--- src/sv/rsld_pkg.sv ---
// ----------------------------------------------------------------------------
// rsld_pkg: shared types and constants of the run-length sprite line decoder
// Holds the phase encoding, the stream constants, the configuration bundle and
// the result record that travels from the front end through the queue.
// ----------------------------------------------------------------------------
package rsld_pkg;

  // Stream word constants.
  localparam logic [15:0] RunTag   = 16'hC000;
  localparam logic [15:0] RunCount = 16'h3FFF;
  localparam logic [7:0]  ChanMask = 8'hF8;

  // Configuration register indexes.
  localparam logic [1:0] RegRawMode      = 2'd0;
  localparam logic [1:0] RegGreenSixBits = 2'd1;
  localparam logic [1:0] RegLineWidth    = 2'd2;

  // Decoder phase within a run-length coded line.
  typedef enum logic [1:0] {
    PH_HEADER = 2'd0,
    PH_CMD    = 2'd1,
    PH_RUN    = 2'd2
  } phase_e;

  // Configuration registers as one bundle.
  typedef struct packed {
    logic        raw_mode;
    logic        green_six_bits;
    logic [14:0] line_width;
  } cfg_t;

  // One classified result waiting to be expanded.
  typedef struct packed {
    logic [15:0] word;
    logic [14:0] x;
    logic        is_pixel;
    logic        line_end;
  } item_t;

endpackage

--- src/sv/rle_sprite_line_decoder_unit.sv ---
// ----------------------------------------------------------------------------
// rle_sprite_line_decoder_unit: run-length sprite line decoder
// Decodes a stream of 16-bit sprite words into positioned 24-bit pixels and
// line-end markers, in run-length coded or raw mode.
//
//   Channel   Direction  Handshake              Payload
//   input     in         push / full            word_i
//   result    out        empty / pop            x_o, red_o, green_o, blue_o,
//                                               is_pixel_o, line_end_o
//   config    in         cfg_we_i (no wait)     cfg_idx_i, cfg_data_i
//
// One word is taken per cycle unless full; a result is queued as its word is
// accepted and reaches the result ports once older results are popped. The
// front state machine settles each word combinationally, and a result queue
// of QueueDepth entries decouples it from the consumer: full rises only when
// the queue holds QueueDepth results. Reset clears the line state, the queue
// and the registers to raw mode off, 565 packing and a line width of one.
// ----------------------------------------------------------------------------
module rle_sprite_line_decoder_unit #(
  parameter int QueueDepth = 4
) (
  input  logic        clk_i,
  input  logic        rst_ni,
  // Input channel.
  input  logic        push,
  output logic        full,
  input  logic [15:0] word_i,
  // Result channel.
  output logic        empty,
  input  logic        pop,
  output logic [14:0] x_o,
  output logic [7:0]  red_o,
  output logic [7:0]  green_o,
  output logic [7:0]  blue_o,
  output logic        is_pixel_o,
  output logic        line_end_o,
  // Configuration port.
  input  logic        cfg_we_i,
  input  logic [1:0]  cfg_idx_i,
  input  logic [14:0] cfg_data_i
);

  rsld_pkg::cfg_t  cfg_q;
  rsld_pkg::item_t front_item;
  rsld_pkg::item_t head_item;
  logic            front_valid;
  logic            in_accept;

  assign in_accept = push && !full;

  // Configuration registers.
  always_ff @(posedge clk_i or negedge rst_ni) begin
    if (!rst_ni) begin
      cfg_q.raw_mode       <= 1'b0;
      cfg_q.green_six_bits <= 1'b1;
      cfg_q.line_width     <= 15'd1;
    end else if (cfg_we_i) begin
      case (cfg_idx_i)
        rsld_pkg::RegRawMode:      cfg_q.raw_mode       <= cfg_data_i[0];
        rsld_pkg::RegGreenSixBits: cfg_q.green_six_bits <= cfg_data_i[0];
        rsld_pkg::RegLineWidth:    cfg_q.line_width     <= cfg_data_i;
        default: begin
        end
      endcase
    end
  end

  // Front end: line state machine and classification.
  rsld_front u_front (
    .clk_i       (clk_i),
    .rst_ni      (rst_ni),
    .accept_i    (in_accept),
    .word_i      (word_i),
    .cfg_i       (cfg_q),
    .res_valid_o (front_valid),
    .res_o       (front_item)
  );

  // Result queue.
  rsld_queue #(
    .Depth (QueueDepth)
  ) u_queue (
    .clk_i     (clk_i),
    .rst_ni    (rst_ni),
    .wr_en_i   (in_accept && front_valid),
    .wr_data_i (front_item),
    .rd_en_i   (pop),
    .rd_data_o (head_item),
    .full_o    (full),
    .empty_o   (empty)
  );

  // Back end: color expansion of the oldest result.
  rsld_back u_back (
    .item_i           (head_item),
    .green_six_bits_i (cfg_q.green_six_bits),
    .x_o              (x_o),
    .red_o            (red_o),
    .green_o          (green_o),
    .blue_o           (blue_o),
    .is_pixel_o       (is_pixel_o),
    .line_end_o       (line_end_o)
  );

  // Every word accepted in raw mode leaves a result behind.
  a_raw_gives_result: assert property (@(posedge clk_i) disable iff (!rst_ni)
    (in_accept && cfg_q.raw_mode) |=> !empty)
    else $error("raw mode word produced no result");

  // A delivered pixel always lies inside the line.
  a_pixel_in_line: assert property (@(posedge clk_i) disable iff (!rst_ni)
    (!empty && is_pixel_o) |-> ({1'b0, x_o} < {1'b0, cfg_q.line_width}))
    else $error("pixel column beyond line width");

  // A marker is a bare line end with no color.
  a_marker_shape: assert property (@(posedge clk_i) disable iff (!rst_ni)
    (!empty && !is_pixel_o) |-> (line_end_o && x_o == '0 && red_o == '0 &&
                                  green_o == '0 && blue_o == '0))
    else $error("malformed line-end marker");

endmodule

--- src/sv/rsld_front.sv ---
// ----------------------------------------------------------------------------
// rsld_front: word classifier and line state machine
// Takes one stream word per accepted transaction, updates phase, run count and
// column, and decides whether the word yields a pixel, a line-end marker or
// nothing.
// ----------------------------------------------------------------------------
module rsld_front (
  input  logic               clk_i,
  input  logic               rst_ni,
  input  logic               accept_i,
  input  logic [15:0]        word_i,
  input  rsld_pkg::cfg_t     cfg_i,
  output logic               res_valid_o,
  output rsld_pkg::item_t    res_o
);

  rsld_pkg::phase_e phase_q, phase_d;
  logic [13:0]      run_left_q, run_left_d;
  logic [15:0]      column_q, column_d;

  logic [16:0] col_plus_one;
  logic [16:0] col_plus_word;
  logic [15:0] col_inc;
  logic [15:0] col_skip;
  logic [13:0] run_dec;
  logic        col_shown;
  logic        col_ends;

  // Column arithmetic shared by all modes; the column saturates at its top.
  always_comb begin
    col_plus_one  = {1'b0, column_q} + 17'd1;
    col_plus_word = {1'b0, column_q} + {1'b0, word_i};
    col_inc       = col_plus_one[16] ? 16'hFFFF : col_plus_one[15:0];
    col_skip      = col_plus_word[16] ? 16'hFFFF : col_plus_word[15:0];
    col_shown     = column_q < {1'b0, cfg_i.line_width};
    col_ends      = col_plus_one >= {2'b00, cfg_i.line_width};
    run_dec       = run_left_q - 14'd1;
  end

  // Next state and the classified result.
  always_comb begin
    phase_d          = phase_q;
    run_left_d       = run_left_q;
    column_d         = column_q;
    res_valid_o      = 1'b0;
    res_o.word       = word_i;
    res_o.x          = column_q[14:0];
    res_o.is_pixel   = 1'b1;
    res_o.line_end   = 1'b0;

    if (cfg_i.raw_mode) begin
      res_valid_o = 1'b1;
      if (col_shown) begin
        res_o.line_end = col_ends;
      end else begin
        res_o.word     = '0;
        res_o.x        = '0;
        res_o.is_pixel = 1'b0;
        res_o.line_end = 1'b1;
      end
      if (col_ends) begin
        column_d   = '0;
        phase_d    = rsld_pkg::PH_HEADER;
        run_left_d = '0;
      end else begin
        column_d = col_inc;
      end
    end else begin
      case (phase_q)
        rsld_pkg::PH_HEADER: begin
          phase_d    = rsld_pkg::PH_CMD;
          column_d   = '0;
          run_left_d = '0;
        end
        rsld_pkg::PH_RUN: begin
          res_valid_o = col_shown;
          column_d    = col_inc;
          run_left_d  = run_dec;
          if (run_dec == '0) begin
            phase_d = rsld_pkg::PH_CMD;
          end
        end
        default: begin
          // Command word: line end, run opener or transparent skip.
          if (word_i == '0) begin
            res_valid_o    = 1'b1;
            res_o.word     = '0;
            res_o.x        = '0;
            res_o.is_pixel = 1'b0;
            res_o.line_end = 1'b1;
            phase_d        = rsld_pkg::PH_HEADER;
            column_d       = '0;
            run_left_d     = '0;
          end else if ((word_i & rsld_pkg::RunTag) == rsld_pkg::RunTag) begin
            run_left_d = word_i[13:0];
            phase_d    = (word_i[13:0] != '0) ? rsld_pkg::PH_RUN : rsld_pkg::PH_CMD;
          end else begin
            column_d = col_skip;
            phase_d  = rsld_pkg::PH_CMD;
          end
        end
      endcase
    end
  end

  // State registers advance only on an accepted transaction.
  always_ff @(posedge clk_i or negedge rst_ni) begin
    if (!rst_ni) begin
      phase_q    <= rsld_pkg::PH_HEADER;
      run_left_q <= '0;
      column_q   <= '0;
    end else if (accept_i) begin
      phase_q    <= phase_d;
      run_left_q <= run_left_d;
      column_q   <= column_d;
    end
  end

endmodule

--- src/sv/rsld_queue.sv ---
// ----------------------------------------------------------------------------
// rsld_queue: result queue between the front end and the back end
// A small register FIFO of classified results; it lets the front end keep
// taking words while the consumer stalls, until it fills.
// ----------------------------------------------------------------------------
module rsld_queue #(
  parameter int Depth = 4
) (
  input  logic            clk_i,
  input  logic            rst_ni,
  input  logic            wr_en_i,
  input  rsld_pkg::item_t wr_data_i,
  input  logic            rd_en_i,
  output rsld_pkg::item_t rd_data_o,
  output logic            full_o,
  output logic            empty_o
);

  localparam int PtrW = (Depth > 1) ? $clog2(Depth) : 1;
  localparam int CntW = $clog2(Depth + 1);
  localparam logic [PtrW-1:0] LastPtr = PtrW'(Depth - 1);
  localparam logic [CntW-1:0] FullCnt = CntW'(Depth);

  rsld_pkg::item_t mem_q [Depth];
  logic [PtrW-1:0] wr_ptr_q, rd_ptr_q;
  logic [CntW-1:0] count_q;
  logic            do_wr, do_rd;

  assign full_o    = (count_q == FullCnt);
  assign empty_o   = (count_q == '0);
  assign do_wr     = wr_en_i && !full_o;
  assign do_rd     = rd_en_i && !empty_o;
  assign rd_data_o = mem_q[rd_ptr_q];

  // Entry storage; payload needs no reset.
  always_ff @(posedge clk_i) begin
    if (do_wr) begin
      mem_q[wr_ptr_q] <= wr_data_i;
    end
  end

  // Pointers and fill count.
  always_ff @(posedge clk_i or negedge rst_ni) begin
    if (!rst_ni) begin
      wr_ptr_q <= '0;
      rd_ptr_q <= '0;
      count_q  <= '0;
    end else begin
      if (do_wr) begin
        wr_ptr_q <= (wr_ptr_q == LastPtr) ? '0 : wr_ptr_q + PtrW'(1);
      end
      if (do_rd) begin
        rd_ptr_q <= (rd_ptr_q == LastPtr) ? '0 : rd_ptr_q + PtrW'(1);
      end
      if (do_wr && !do_rd) begin
        count_q <= count_q + CntW'(1);
      end else if (do_rd && !do_wr) begin
        count_q <= count_q - CntW'(1);
      end
    end
  end

endmodule

--- src/sv/rsld_back.sv ---
// ----------------------------------------------------------------------------
// rsld_back: pixel expansion
// Unpacks the oldest queued word from 555 or 565 packing into 8-bit channels
// with the low three bits clear, and zeroes the colors of line-end markers.
// ----------------------------------------------------------------------------
module rsld_back (
  input  rsld_pkg::item_t item_i,
  input  logic            green_six_bits_i,
  output logic [14:0]     x_o,
  output logic [7:0]      red_o,
  output logic [7:0]      green_o,
  output logic [7:0]      blue_o,
  output logic            is_pixel_o,
  output logic            line_end_o
);

  logic [7:0] red_raw, green_raw, blue_raw;

  // Channel extraction for both packings.
  always_comb begin
    if (green_six_bits_i) begin
      red_raw   = {item_i.word[15:11], 3'b000};
      green_raw = {item_i.word[10:6], 3'b000};
    end else begin
      red_raw   = {item_i.word[14:10], 3'b000};
      green_raw = {item_i.word[9:5], 3'b000};
    end
    blue_raw = {item_i.word[4:0], 3'b000};
  end

  // Markers carry no color and no column.
  always_comb begin
    is_pixel_o = item_i.is_pixel;
    line_end_o = item_i.line_end;
    x_o        = item_i.is_pixel ? item_i.x : '0;
    red_o      = item_i.is_pixel ? (red_raw & rsld_pkg::ChanMask) : '0;
    green_o    = item_i.is_pixel ? (green_raw & rsld_pkg::ChanMask) : '0;
    blue_o     = item_i.is_pixel ? (blue_raw & rsld_pkg::ChanMask) : '0;
  end

endmodule

--- config.mk ---
export PLATFORM = sky130hd
export DESIGN_NAME = rle_sprite_line_decoder_unit
export DESIGN_NICKNAME = d
export VERILOG_FILES = /design/src/sv/rsld_pkg.sv /design/src/sv/rle_sprite_line_decoder_unit.sv /design/src/sv/rsld_front.sv /design/src/sv/rsld_queue.sv /design/src/sv/rsld_back.sv
export SDC_FILE = /design/constraint.sdc
export NUM_CORES = 1
export LEC_CHECK = 0
export CORE_AREA = 3 3 196 198
export CTS_CLUSTER_SIZE = 8
export DETAILED_ROUTE_END_ITERATION = 16
export DIE_AREA = 0 0 199 201
export DONT_BUFFER_PORTS = 1
export PLACE_DENSITY = 0.38
export SLEW_MARGIN = 20
export SYNTH_ARGS = -nofsm -noshare
export SYNTH_HDL_FRONTEND = slang
export SYNTH_SLANG_ARGS = --single-unit
--- constraint.sdc ---
create_clock -name clk_i -period 4.1 [get_ports clk_i]
set_input_delay 0.205 -clock clk_i [delete_from_list [all_inputs] [get_ports clk_i]]
set_output_delay 0.205 -clock clk_i [all_outputs]
set_load 0.02 [all_outputs]
==> impl_metrics.yaml <==
outcome:
  status: "finished, final reports clean"
routing:
  routedWlPerCell_um: 20.8
  drtIter0Drc: 340
  ant_nets: 0
  vias: 6689
  drt_wl_total_um: 28000
  viasPerCell: 4.95
  drc_errors: 0
  firstDrtPassIters: 5
logic_synthesis:
  synthFlopType: "edfxtp_1"
  synth-edff-count: 132
  yosys.area_share.simple: 0.122
  synth_compound_area_frac: 0.114
  synthAdderAreaFrac: 0.0709
  ys_ff_latch: 188
  synth_top_area_cell: "edfxtp_1"
  synthMuxAreaShare: 0.108
  syn_avg_cell_area_um2: 12.4
  synth_seq_area_share: 0.522
  synth_area_leaders: "edfxtp_1, dfrtp_1, mux4_2, ha_1, nor2_1"
  synth_area_mm2: 0.0103
  netlist_instances: 831
  ys_warn_count: 0
  ys_types: 75
  synth_xor_area_frac: 0.0256
  synth_top_family_by_area: "simple AND/OR/NAND/NOR gates"
  synthArstFlopShare: 0.298
  synth_top_area_share: 0.386
place:
  hpwl_um: 19900
  dp_slack_ps: 353
  placed_area_mm2: 0.0109
  gp_congestion: 0.791
  io_buffers: 0
timing:
  setup-violations-final: 0
  finalCritPeriodShare: 0.904
  hold_viol_final: 0
  finalSetupTns_ps: 0
  drv_slew: 0
  clock_skew_ps: 15.7
  max_clock_freq_ghz: 0.270
  grt_setup_unrepaired: "no"
  layout_setup_ws_ps: 395
  min_period_ps: 3700
  worst_pin_slew_ps: 783
  slew_headroom: 0.476
global_route:
  grt_start_max_net_pins: 57
  grt_pass1_wl_um: 43100
  antenna_found_initial: 0
  grt_usage: 0.144
  first_global_vias: 6893
  gr-total-overflow: 0
cts:
  post_cts_buffers: 0
  h-tree-depth: 4
  tritoncts: "yes"
  path_clk_slew_ps: 80
  cts_made_buffers: 17
  clkLatencyLatePin_ps: 460
  cts_root_buffer: "clkbuf_16"
  numClockSinks: 188
  clockBufferDepth: 2
final_layout:
  num-fill-cells: 3692
  most-common-layout-cells: "edfxtp_1, nor2_1, ha_1"
  layout.nets: 965
  drive_above_1_share: 0.166
  fin_util: 0.322
  final_common_cell: "edfxtp_1"
  num_antenna_cells: 0
  area_growth_pct: 15.1
  final_area_mm2: 0.0118
setup_path:
  cp.required_ps: 4450
  critPathCaptureType: "flip-flop"
  crit_type: "flip-flop to flip-flop"
  slowest_delay_ps: 480
  slowest_stage: "dfrtp_1"
  path_delay_family: "simple AND/OR/NAND/NOR gates"
  worstPathMaxFanout: 7
  crit_buf_inv: 0
  arrival_ps: 4060
  start_kind: "flip-flop"
  crit_chain: "ha_1 > nand4_1 > nor2_2 > nand2_1 > nor2_1 > xor2_1 > ha_1 > a211o_1 > nor4_1 > a21oi_1 > o21ai_4 > nand2_1 > o221ai_1"
pwr:
  pwr_density_cell_mw_per_mm2: 729
  power.leakage_nw: 4.41
  max-vdd-ir-drop_uv: 363
  finalPower_w: 0.00862
die:
  fp.dieH_um: 201
  initial_utilization: 0.280
  dieArea_mm2: 0.0400
  die_w_um: 199
  ioPinCount: 81
  rows: 70
  core_mm2: 0.0367
hold_path:
  hold_class: "input port to flip-flop"
job:
  maxCapViolations: 0
## report_power, final
part / internal (W) / total, W / switching [W]
sequential: 0.00261 / 0.00308 / 0.000466
clock: 0.000810 / 0.00164 / 0.000827
combinational: 0.00157 / 0.00391 / 0.00234
## path summary, 6_finish.rpt
check | startpoint | end | slack (ps) | cells after the start
setup / recovery | u_front.column_q[0] | u_front.column_q[3] | 400 | 13
hold / removal | cfg_idx_i[0] | cfg_q[16] | 30 | 2
setup reg to reg | u_front.column_q[0] | u_front.column_q[3] | 400 | 13
hold reg to reg | u_queue.count_q[2] | u_queue.count_q[2] | 500 | 1
max in group asynchronous | rst_ni | cfg_q[15] | 3520 | 2
min in group asynchronous | rst_ni | cfg_q[3] | 260 | 2
## registers in the layout, indices dropped and copies added, names as in the netlist
| register | cells |
|---|---|
| cfg_q | 17 |
| u_front.column_q | 16 |
| u_front.phase_q | 2 |
| u_front.run_left_q | 14 |
| u_queue.count_q | 3 |
| u_queue.mem_q | 132 |
| u_queue.rd_ptr_q | 2 |
| u_queue.wr_ptr_q | 2 |
## synthesized netlist by cell type, types with 6 or more instances
master	count
a21o_1	11
a21oi_1	37
a22oi_1	6
a31oi_1	7
and2_1	33
and3_1	7
buf_2	7
buf_4	11
clkbuf_1	21
dfrtp_1	54
edfxtp_1	132
ha_1	55
inv_1	40
mux2_2	23
mux2i_1	12
mux4_2	32
nand2_1	30
nand3_1	11
nand4_1	7
nor2_1	75
nor2b_1	24
nor3_1	10
nor4_1	8
o211ai_1	6
o21ai_0	39
o221ai_1	10
xnor2_1	19
xor2_1	11
## routing by layer
metal  track usage  wire, um
met1         0.196     13100
met2         0.231     13400
met3        0.0252       946
met4        0.0474       623
met5             0         0
## kinds of logic after synthesis
logic type,count (synthesis)
other,1
buffers and inverters,82
AOI/OAI and AO/OA,170
muxes,68
and+or+nand+nor,235
DFF,188
xor gates and xnor gates,30
adders and majority gates,57
## per-stage QoR
stage	cells	hold slack [ps]
2_1_floorplan	839	-90.6
4_1_cts	1351	6.52
5_1_grt	1351	20.7
3_3_place_gp	1287	-88.9
3_5_place_dp	1287	-89.0
6_report	1351	28.9
## final cells by class
class | instances | area (um^2) | share of cell area
Clock buffer | 17 | 425 | 0.0360
Clock inverter | 15 | 144 | 0.0122
Sequential cell | 188 | 5370 | 0.454
Inverter | 40 | 150 | 0.0127
Timing Repair Buffer | 54 | 541 | 0.0457
Tap cell | 468 | 586 | 0.0495
Multi-Input combinational cell | 569 | 4610 | 0.390
## what timing repair did
action / CTS / global route
hold buffers: 32 / 0
hold endpoints to repair: 87 / 0
setup endpoints to repair: 0 / 1
resized for setup: 0 / 1
Power figures use the tool's default switching activity.
